File: src/rtl/core/ppv_pkg.sv
package ppv_pkg;

    localparam int MAX_PATH_LEN_DEF = 2048;
    localparam int MAX_COMP_LEN_DEF = 255;

    localparam int BASE_DEPTH = 6;
    localparam int TAIL_DEPTH = 17;

    localparam logic [2:0] ERR_NONE     = 3'd0;
    localparam logic [2:0] ERR_PATH     = 3'd1;
    localparam logic [2:0] ERR_COMP     = 3'd2;
    localparam logic [2:0] ERR_TRAIL    = 3'd3;
    localparam logic [2:0] ERR_TILDE    = 3'd4;
    localparam logic [2:0] ERR_RESERVED = 3'd5;
    localparam logic [2:0] ERR_CHAR     = 3'd6;
    localparam logic [2:0] ERR_TERRAIN  = 3'd7;

    localparam logic [7:0] CHAR_MIN = 8'h21;
    localparam logic [7:0] CHAR_MAX = 8'h7e;

    localparam logic [8*16-1:0] PFX_DERIVED   = "derived/terrain/";
    localparam logic [8*16-1:0] PFX_STAGING   = "staging/terrain/";
    localparam logic [8*27-1:0] PFX_SOURCE    = "sourceobservations/terrain/";
    localparam logic [8*17-1:0] SFX_HEIGHTMAP = ".tgheightmap.json";
    localparam logic [8*14-1:0] SFX_TILE      = ".terrain.u16le";
    localparam logic [8*4-1:0]  SFX_GSI       = "_gsi";

    localparam logic [8*6-1:0] NAME_CLOCK = "clock$";
    localparam logic [8*3-1:0] NAME_CON   = "con";
    localparam logic [8*3-1:0] NAME_PRN   = "prn";
    localparam logic [8*3-1:0] NAME_AUX   = "aux";
    localparam logic [8*3-1:0] NAME_NUL   = "nul";
    localparam logic [8*3-1:0] NAME_COM   = "com";
    localparam logic [8*3-1:0] NAME_LPT   = "lpt";

    // per-component tracking, base name shifted in newest byte lowest
    typedef struct packed {
        logic                      dots_only;
        logic [7:0]                prev_byte;
        logic                      tilde;
        logic                      bad_byte;
        logic [8*BASE_DEPTH-1:0]   base_bytes;
        logic [2:0]                base_len;
        logic                      base_closed;
    } comp_t;

    localparam comp_t COMP_CLEAR = '{
        dots_only:   1'b1,
        prev_byte:   8'd0,
        tilde:       1'b0,
        bad_byte:    1'b0,
        base_bytes:  '0,
        base_len:    3'd0,
        base_closed: 1'b0
    };

    function automatic logic [7:0] derived_char(input logic [3:0] idx);
        return PFX_DERIVED[8*(15-int'(idx)) +: 8];
    endfunction

    function automatic logic [7:0] staging_char(input logic [3:0] idx);
        return PFX_STAGING[8*(15-int'(idx)) +: 8];
    endfunction

    function automatic logic [7:0] source_char(input logic [4:0] idx);
        logic [7:0] c;
        c = 8'd0;
        if (int'(idx) < 27) begin
            c = PFX_SOURCE[8*(26-int'(idx)) +: 8];
        end
        return c;
    endfunction

    function automatic logic [7:0] to_lower(input logic [7:0] b);
        return (b >= "A" && b <= "Z") ? b + 8'd32 : b;
    endfunction

    function automatic logic is_bad_char(input logic [7:0] b);
        return b < CHAR_MIN || b > CHAR_MAX || b == "\\" || b == ":" || b == "\"" ||
               b == "<" || b == ">" || b == "|" || b == "?" || b == "*";
    endfunction

    function automatic logic base_reserved(input comp_t c);
        logic r;
        r = 1'b0;
        if (c.base_len == 3'd3) begin
            r = c.base_bytes[23:0] == NAME_CON || c.base_bytes[23:0] == NAME_PRN ||
                c.base_bytes[23:0] == NAME_AUX || c.base_bytes[23:0] == NAME_NUL;
        end
        if (c.base_len == 3'd6 && c.base_bytes == NAME_CLOCK) begin
            r = 1'b1;
        end
        if (c.base_len == 3'd4 && c.base_bytes[7:0] >= "1" && c.base_bytes[7:0] <= "9" &&
            (c.base_bytes[31:8] == NAME_COM || c.base_bytes[31:8] == NAME_LPT)) begin
            r = 1'b1;
        end
        return r;
    endfunction

endpackage

File: src/rtl/core/package_path_validator_unit.sv
// Channel   Ports                                            Direction
// s_        s_valid s_ready s_path_byte s_final_byte         request in
// m_        m_valid m_ready m_ident_byte m_verdict_ready
//           m_path_ok m_error_code m_terrain_match           result out
// cfg_      cfg_valid cfg_ready cfg_reject_terrain           register write
//
// One request per cycle while the result is not stalled, through an input register then the result register.
// The input register refills in the cycle its request moves to the result register.
// Synchronous active-low reset clears both valid flags and all path tracking.
// A stalled result holds the input register; s_ready drops only when both are full.
// All path tracking returns to its reset value after every final byte.
module package_path_validator_unit #(
    parameter int MAX_PATH_LEN = ppv_pkg::MAX_PATH_LEN_DEF,
    parameter int MAX_COMP_LEN = ppv_pkg::MAX_COMP_LEN_DEF
) (
    input  logic       aclk,
    input  logic       aresetn,
    input  logic       s_valid,
    output logic       s_ready,
    input  logic [7:0] s_path_byte,
    input  logic       s_final_byte,
    output logic       m_valid,
    input  logic       m_ready,
    output logic [7:0] m_ident_byte,
    output logic       m_verdict_ready,
    output logic       m_path_ok,
    output logic [2:0] m_error_code,
    output logic       m_terrain_match,
    input  logic       cfg_valid,
    output logic       cfg_ready,
    input  logic       cfg_reject_terrain
);
    import ppv_pkg::*;

    localparam int CNT_W = $clog2(MAX_PATH_LEN + 2);
    localparam int LEN_W = $clog2(MAX_COMP_LEN + 2);
    localparam logic [CNT_W-1:0] CNT_SAT = CNT_W'(MAX_PATH_LEN + 1);
    localparam logic [LEN_W-1:0] LEN_SAT = LEN_W'(MAX_COMP_LEN + 1);

    logic                    reject_reg;

    logic                    in_valid_reg;
    logic [7:0]              in_byte_reg;
    logic                    in_final_reg;

    logic                    out_valid_reg;
    logic [7:0]              out_ident_reg,   out_ident_next;
    logic                    out_verdict_reg;
    logic                    out_ok_reg,      out_ok_next;
    logic [2:0]              out_code_reg,    out_code_next;
    logic                    out_terrain_reg, out_terrain_next;

    logic [CNT_W-1:0]        cnt_reg,         cnt_next;
    logic                    start_bad_reg,   start_bad_next;
    logic [2:0]              fce_reg,         fce_next;
    logic [LEN_W-1:0]        len_reg,         len_next;
    comp_t                   comp_reg,        comp_next;
    logic [2:0]              alive_reg,       alive_next;
    logic [8*TAIL_DEPTH-1:0] tail_reg,        tail_next;
    logic                    gsi_reg,         gsi_next;

    logic                    advance;
    logic [7:0]              b;
    logic [7:0]              lb;
    comp_t                   comp_upd;
    logic [LEN_W-1:0]        len_upd;
    comp_t                   comp_a;
    logic [LEN_W-1:0]        len_a;
    logic [2:0]              fce_a;
    logic [2:0]              fce_b;
    logic [2:0]              err;
    logic                    terr;

    function automatic logic [2:0] comp_err(input comp_t c, input logic [LEN_W-1:0] n);
        logic [2:0] e;
        e = ERR_NONE;
        if (n == '0 || (c.dots_only && n <= LEN_W'(2)) || n == LEN_SAT) begin
            e = ERR_COMP;
        end else if (c.prev_byte == "." || c.prev_byte == " ") begin
            e = ERR_TRAIL;
        end else if (c.tilde) begin
            e = ERR_TILDE;
        end else if (base_reserved(c)) begin
            e = ERR_RESERVED;
        end else if (c.bad_byte) begin
            e = ERR_CHAR;
        end
        return e;
    endfunction

    assign advance   = in_valid_reg && (!out_valid_reg || m_ready);
    assign s_ready   = !in_valid_reg || advance;
    assign cfg_ready = 1'b1;

    assign m_valid         = out_valid_reg;
    assign m_ident_byte    = out_ident_reg;
    assign m_verdict_ready = out_verdict_reg;
    assign m_path_ok       = out_ok_reg;
    assign m_error_code    = out_code_reg;
    assign m_terrain_match = out_terrain_reg;

    always_comb begin
        b  = in_byte_reg;
        lb = to_lower(b);

        start_bad_next = start_bad_reg ||
                         (cnt_reg == '0 && (b == "/" || b == "\\")) ||
                         (cnt_reg == CNT_W'(1) && b == ":");

        alive_next = alive_reg;
        if (cnt_reg < CNT_W'(16) && lb != derived_char(cnt_reg[3:0])) begin
            alive_next[0] = 1'b0;
        end
        if (cnt_reg < CNT_W'(16) && lb != staging_char(cnt_reg[3:0])) begin
            alive_next[1] = 1'b0;
        end
        if (cnt_reg < CNT_W'(27) && lb != source_char(cnt_reg[4:0])) begin
            alive_next[2] = 1'b0;
        end

        cnt_next  = (cnt_reg < CNT_SAT) ? cnt_reg + CNT_W'(1) : cnt_reg;
        tail_next = {tail_reg[8*(TAIL_DEPTH-1)-1:0], lb};
        gsi_next  = gsi_reg || tail_next[31:0] == SFX_GSI;

        comp_upd = comp_reg;
        len_upd  = (len_reg < LEN_SAT) ? len_reg + LEN_W'(1) : len_reg;
        if (b != ".") begin
            comp_upd.dots_only = 1'b0;
        end
        comp_upd.prev_byte = b;
        if (b == "~") begin
            comp_upd.tilde = 1'b1;
        end
        if (is_bad_char(b)) begin
            comp_upd.bad_byte = 1'b1;
        end
        if (!comp_reg.base_closed) begin
            if (b == ".") begin
                comp_upd.base_closed = 1'b1;
            end else if (comp_reg.base_len < 3'(BASE_DEPTH)) begin
                comp_upd.base_bytes = {comp_reg.base_bytes[8*(BASE_DEPTH-1)-1:0], lb};
                comp_upd.base_len   = comp_reg.base_len + 3'd1;
            end else begin
                comp_upd.base_len = 3'd7;
            end
        end

        if (b == "/") begin
            comp_a = COMP_CLEAR;
            len_a  = '0;
            fce_a  = (fce_reg == ERR_NONE) ? comp_err(comp_reg, len_reg) : fce_reg;
        end else begin
            comp_a = comp_upd;
            len_a  = len_upd;
            fce_a  = fce_reg;
        end

        fce_b = (fce_a == ERR_NONE) ? comp_err(comp_a, len_a) : fce_a;
        err   = (start_bad_next || cnt_next == CNT_SAT) ? ERR_PATH : fce_b;
        terr  = 1'b0;
        if (err == ERR_NONE) begin
            terr = ((alive_next[0] || alive_next[1]) && cnt_next >= CNT_W'(16)) ||
                   (alive_next[2] && cnt_next >= CNT_W'(27)) ||
                   tail_next == SFX_HEIGHTMAP ||
                   tail_next[8*14-1:0] == SFX_TILE || gsi_next;
            if (terr && reject_reg) begin
                err = ERR_TERRAIN;
            end
        end

        out_ident_next   = lb;
        out_ok_next      = in_final_reg && err == ERR_NONE;
        out_code_next    = in_final_reg ? err : ERR_NONE;
        out_terrain_next = in_final_reg && terr;

        comp_next = comp_a;
        len_next  = len_a;
        fce_next  = fce_a;
        if (in_final_reg) begin
            cnt_next       = '0;
            start_bad_next = 1'b0;
            fce_next       = ERR_NONE;
            len_next       = '0;
            comp_next      = COMP_CLEAR;
            alive_next     = 3'b111;
            tail_next      = '0;
            gsi_next       = 1'b0;
        end
    end

    always_ff @(posedge aclk) begin
        if (!aresetn) begin
            reject_reg    <= 1'b0;
            in_valid_reg  <= 1'b0;
            out_valid_reg <= 1'b0;
            cnt_reg       <= '0;
            start_bad_reg <= 1'b0;
            fce_reg       <= ERR_NONE;
            len_reg       <= '0;
            comp_reg      <= COMP_CLEAR;
            alive_reg     <= 3'b111;
            tail_reg      <= '0;
            gsi_reg       <= 1'b0;
        end else begin
            if (cfg_valid && cfg_ready) begin
                reject_reg <= cfg_reject_terrain;
            end
            if (s_valid && s_ready) begin
                in_valid_reg <= 1'b1;
                in_byte_reg  <= s_path_byte;
                in_final_reg <= s_final_byte;
            end else if (advance) begin
                in_valid_reg <= 1'b0;
            end
            if (advance) begin
                out_valid_reg   <= 1'b1;
                out_ident_reg   <= out_ident_next;
                out_verdict_reg <= in_final_reg;
                out_ok_reg      <= out_ok_next;
                out_code_reg    <= out_code_next;
                out_terrain_reg <= out_terrain_next;
                cnt_reg         <= cnt_next;
                start_bad_reg   <= start_bad_next;
                fce_reg         <= fce_next;
                len_reg         <= len_next;
                comp_reg        <= comp_next;
                alive_reg       <= alive_next;
                tail_reg        <= tail_next;
                gsi_reg         <= gsi_next;
            end else if (m_ready) begin
                out_valid_reg <= 1'b0;
            end
        end
    end

endmodule

File: config.mk
export PLATFORM = sky130hd
export DESIGN_NAME = package_path_validator_unit
export DESIGN_NICKNAME = d
export VERILOG_FILES = /design/src/rtl/core/ppv_pkg.sv /design/src/rtl/core/package_path_validator_unit.sv
export SDC_FILE = /design/constraint.sdc
export NUM_CORES = 1
export LEC_CHECK = 0
export CORE_ASPECT_RATIO = 0.8
export CORE_MARGIN = 2
export CORE_UTILIZATION = 25
export CTS_BUF_LIST = sky130_fd_sc_hd__clkbuf_16
export DETAILED_ROUTE_END_ITERATION = 8
export DONT_BUFFER_PORTS = 1
export PLACE_DENSITY = 0.4
export SLEW_MARGIN = 20
export SYNTH_ARGS = -nofsm -noshare
export SYNTH_HDL_FRONTEND = slang
export SYNTH_SLANG_ARGS = --single-unit
export TNS_END_PERCENT = 30
File: constraint.sdc
create_clock -name aclk -period 3.4 [get_ports aclk]
set_input_delay 0.68 -clock aclk [delete_from_list [all_inputs] [get_ports aclk]]
set_output_delay 0.68 -clock aclk [all_outputs]
set_load 0.005 [all_outputs]
Word level (Yosys, flattened, before mapping). Index checks and enable logic that the tools add are counted.

Register bits after elaboration: 246. Logic and storage cells: 227.

Add/sub/neg operators: 6. Equality and inequality tests: 46. Multiplexer cells: 59. Order comparisons: 18. Reductions and logical operators: 71. Shifts and indexed selects: 3.

Operator list (count): $eq 24x23->1 const B (12); $shiftx 128x8->8 const A (2); $shiftx 216x9->8 const A (1); $eq 136x134->1 const B (1); $mux 128 (1); $mux 63 (2); $eq 112x110->1 const B (1); $eq 48x47->1 const B (2); $eq 8x6->1 const B (12); $mux 3 (19); $mux 52 (1); $mux 51 (1); $mux 48 (1); $logic_or 1x1->1 (35); $eq 32x31->1 const B (1); $mux 1 (27); $mux 9 (3); $eq 8x7->1 const B (3); $ge 12x5->1 const B (2); $lt 12x5->1 const B (2); $mux 12 (2); $ne 8x8->1 (3); $logic_and 1x1->1 (23); $eq 9x9->1 const B (2); 29 further kinds (44).

Longest topological paths before layout.
Depth after elaboration: 32. Gate-level depth with buffers: 14. Gate-level depth less buffers: 11.

Worst setup path before layout. No wires, ideal clock.

Kind: register -> register. Start point: register cnt_reg[2]. End point: register out_ok_reg, in the netlist m_path_ok, data pin. Clock period less this slack: 3.486 ns. Path slack: -0.086 ns. Required time: 3.145 ns. Arrival: 3.232 ns. Cell stages (with the launch flop): 14. Library setup time: 0.255 ns. Cell sequence: dfxtp_1 > clkbuf_1 > inv_1 > ha_1 > nor2b_1 > clkbuf_2 > or4_1 > o311a_1 > and3_1 > or3_1 > a2111oi_2 > a31o_2 > a31oi_4 > o21ba_2.

Longest elaborated chain between the ends: 16. Elaborated cells between the ends (all ways): 45. Classes of those cells: add/sub (3); order compare (6); eq/ne (5); shift (3); mux (8); reduce/logical (20).

RTL lines: start, declared (line package_path_validator_unit.sv:53) `logic [CNT_W-1:0] cnt_reg, cnt_next;`; start signal, assigned (line package_path_validator_unit.sv:222) `cnt_reg <= cnt_next;`; $sub 5x5->6 / $sub 4x4->5 (equally long branches) (line ppv_pkg.sv:69, ppv_pkg.sv:58, ppv_pkg.sv:62); $shiftx 216x9->8 (tied with other cells) (line ppv_pkg.sv:69) `c = PFX_SOURCE[8*(26-int'(idx)) +: 8];`; $mux 8 (tied with other cells) (line ppv_pkg.sv:68) `if (int'(idx) < 27) begin`; $ne 8x8->1 (tied with other cells) (line package_path_validator_unit.sv:117) `if (cnt_reg < CNT_W'(27) && lb != source_char(cnt_reg[4:0])) begin`; $logic_and 1x1->1 (tied with other cells) (line package_path_validator_unit.sv:117); $mux 1 / $logic_or 1x1->1 (equally long branches) (line package_path_validator_unit.sv:117, package_path_validator_unit.sv:162); $logic_and 1x1->1 (on tied branches) (line package_path_validator_unit.sv:163, package_path_validator_unit.sv:162); $logic_or 1x1->1 (line package_path_validator_unit.sv:162) `terr = ((alive_next[0] || alive_next[1]) && cnt_next >= CNT_W'(16)) ||`; $logic_or 1x1->1 (line package_path_validator_unit.sv:163) `(alive_next[2] && cnt_next >= CNT_W'(27)) ||`; $logic_or 1x1->1 (line package_path_validator_unit.sv:164) `tail_next == SFX_HEIGHTMAP ||`; $logic_or 1x1->1 (line package_path_validator_unit.sv:165) `tail_next[8*14-1:0] == SFX_TILE || gsi_next;`; $logic_and 1x1->1 (line package_path_validator_unit.sv:166) `if (terr && reject_reg) begin`; $mux 3 (line package_path_validator_unit.sv:166); $mux 3 * (line package_path_validator_unit.sv:161) `if (err == ERR_NONE) begin`; $logic_not 3->1 * (line package_path_validator_unit.sv:172) `out_ok_next = in_final_reg && err == ERR_NONE;`; $logic_and 1x1->1 * (line package_path_validator_unit.sv:172); named net out_ok_next (line package_path_validator_unit.sv:49) `logic out_ok_reg, out_ok_next;`; end signal, assigned (line package_path_validator_unit.sv:219) `out_ok_reg <= out_ok_next;`; end, declared (line package_path_validator_unit.sv:49).

Mark *: on every way through the listed nets, which the timed path passes. The rest lies on a longest branch. A chain may end at the register's enable or synchronous reset.

Worst setup path in the final report.
Start point: register cnt_reg[1]. End point: register out_ok_reg, in the netlist m_path_ok, data pin.

Same word-level chain as after synthesis.

==> results.tsv <==
metric	value	unit
outcome	finished, final reports clean	
hold wc startpoint	s_path_byte[7]	
via count	12150	
P_leak	5.70	nW
register area share after synthesis	37.9	%
Finished Layout Cells	2334	
Gate Count Post-Synth	1616	
met3 wire len	2130	um
Worst R2R Start	cnt_reg[1]	
count leader, synth	dfxtp_1	
gpl congestion	0.914	
post-synthesis to final-layout area growth	16.1	%
Hold Path Stages	0	
crit end category	flop	
CTS Buf Count	29	
drt wl/cell	19.3	um
final WL	45100	um
Total Routing Usage GR	15.6	%
Fin. Hold Viols	0	
DP Cell Count	2276	
Hold WC Path Type	input port to flop	
DRT iter0 DRCs	1002	
max reg flops	128	
Most Frequent Cell on Critical Path	buf_4	
crit path max fanout	6	
main flop type after synthesis	dfxtp_1	
Clock transition at path regs	0.06	ns
Pwr per Cell Area	403	mW/mm^2
Post-Route Utilization	29.4	%
Buf/Inv on CP	2	
Min-Delay Endpoint	b[7]	
share of cells above drive strength 1	12.1	%
largest net degree at the start of global routing	220	
# clock sinks	246	
die height	213	um
Detail Route Antenna Nets	0	
hpwl dp	30000	um
Nets	1644	
Max Buffers Root-to-Sink	3	
vias in the first global route	11538	
Yosys warning total	0	
Stages on worst setup path	12	
Synth Cell Area	0.0136	mm^2
EDFF count, synth	23	
port bufs	0	
Max Clk Rate	308	MHz
setup TNS	0	ns
Final period util	95.6	%
Fin Hold WS	0.196	ns
crit path cell chain	ha_2, buf_4, o21ai_1, xor2_2, buf_4, or3_1, a31oi_1, xnor2_1, nor4bb_1, a31o_2, a31oi_4, o21ba_2	
max-cap viol count	0	
die area	0.0563	mm^2
Starting Density	25.3	%
critical path class	flop to flop	
Core Region	0.0538	mm^2
CP peak stage delay	0.37	ns
met1 WL	23400	um
clock insertion delay at the later pin of the skew report	0.58	ns
FP Rows	76	
max-slew violations	0	
measured slew at the worst slew-check pin	0.889	ns
top cell type's share of synthesized area	32.8	%
H-tree depth	1	
Synth area leader	dfxtp_1	
DRC violation count after routing	0	
uppermost routed layer	met5	
Clock Skew	0.00919	ns
maximum vdd ir drop	381	uV
I/O pin cnt	32	
clock tree root buffer cell	clkbuf_16	
metal2 WL	18700	um
grt total ovfl	0	
Area contributors post-synth	dfxtp_1 33%, nor2b_1 9.6%, and3_1 6.0%	
Critical Path AT	3.58	ns
Final Setup Violations	0	
r2r worst-path depth	12	
Max-Slew Margin vs Limit	40.7	%
count of different cell masters after synthesis	93	
first-pass GRT wire length	70000	um
TritonCTS clock tree	yes	
Avg Inst Size Synth	8.42	um^2
Synth async-reset ratio	0	%
Worst R2R Setup Slack	0.15	ns
syn_nets	1651	
flops & latches, synth	246	
startpoint types	flop	
vias per std cell	5.21	
Post-synth top cells	223 x dfxtp_1, 208 x nor2b_1, 163 x a21oi_1	
slowest cell on the critical path	dfxtp_4	
Die Wd	265	um
drt pass-1 iters	5	
Crit path max-delay family	compound AO/OA/AOI/OAI gates	
min Tclk post-route	3.25	ns
worst r2r dst	m_path_ok	
hold_buf cts	0	
WP data required	3.73	ns
initial antenna violation count	2	
==> cells by family (layout without fill, tap and decap cells) <==
group	count (synthesis)	after routing	share of synthesized area (%)
flip-flops	246	246	37.9
adder cells (fa/ha/maj)	20	20	1.84
multiplexers	8	8	0.607
AND/OR/NAND/NOR	746	746	33.6
other	1	3	0.0275
AO/OA/AOI/OAI	418	418	20.0
XOR/XNOR	22	22	1.42
buffers and inverters	155	169	4.61
==> placed cells by master, fill, tap and decap left out, drive strengths merged, types with 18 or more instances in the layout <==
cell	n
clkbuf	30
and3	131
nor4b	18
nor3	30
ha	20
a21oi	164
a22oi	61
or3	19
nor2b	208
a31oi	19
o21ai	61
inv	28
nand4	32
edfxtp	23
dfxtp	223
buf	98
nor4	22
and2	26
nand3	25
nand2	77
nor2	63
==> where the power goes <==
part | total [mW] | switching, mW | leakage (nW) | internal [mW]
Sequential | 2.98 | 0.0296 | 2.01 | 2.95
Clock | 2.98 | 1.31 | 0.460 | 1.67
Combinational | 0.410 | 0.259 | 3.23 | 0.152
Total | 6.37 | 1.60 | 5.70 | 4.77
==> area by class of cell <==
class | instances | area [um^2]
fill | 5768 | 38000
clock buffer | 30 | 751
sequential | 246 | 5160
multi-input combinational | 1215 | 7990
timing repair buffer | 98 | 806
clock inverter | 22 | 139
inverter | 19 | 75.1
antenna | 2 | 5.00
tap | 702 | 878
==> routing by layer <==
metal,global-route usage (%),vias up
li1,-,5942
met1,23.7,5868
met2,22.7,279
met3,2.59,59
met4,3.64,2
met5,0,-
==> worst reg2reg max path, stage by stage (launching register included) <==
cell,delay [ns]
dfxtp_4,0.37
ha_2,0.20
buf_4,0.16
o21ai_1,0.27
xor2_2,0.18
buf_4,0.20
or3_1,0.34
a31oi_1,0.28
xnor2_1,0.16
nor4bb_1,0.25
a31o_2,0.24
a31oi_4,0.14
o21ba_2,0.22
==> how the worst max path moves through the flow <==
stage / startpoint / to / slack, ns
floorplan: cnt_reg[2] / m_path_ok / 0.03
global placement: b[0] / comp_reg[47] / -0.04
detailed placement: cnt_reg[1] / m_error_code[1] / -0.05
CTS: cnt_reg[1] / m_error_code[1] / 0.06
global route: b[6] / m_path_ok / -0.02
finish: cnt_reg[1] / m_path_ok / 0.15
==> repair_timing <==
| action | CTS | global route |
|---|---|---|
| gates resized for setup | 2 | 27 |
| setup buffers | 0 | 4 |
| setup endpoints to repair | 3 | 50 |
| pin swaps | 0 | 4 |
==> through the flow <==
stage / power (mW) / setup WS, ns / area [um^2]
4_1_cts: 6.47 / 0.0629 / 15600
5_1_grt: 6.64 / -0.0161 / 15800
6_report: 6.37 / 0.150 / 15800
3_3_place_gp: 3.45 / -0.0437 / 14700
2_1_floorplan: 3.32 / 0.0319 / 13600
3_5_place_dp: 3.45 / -0.0483 / 14700
No activity file was read; power rests on OpenSTA's default activity.
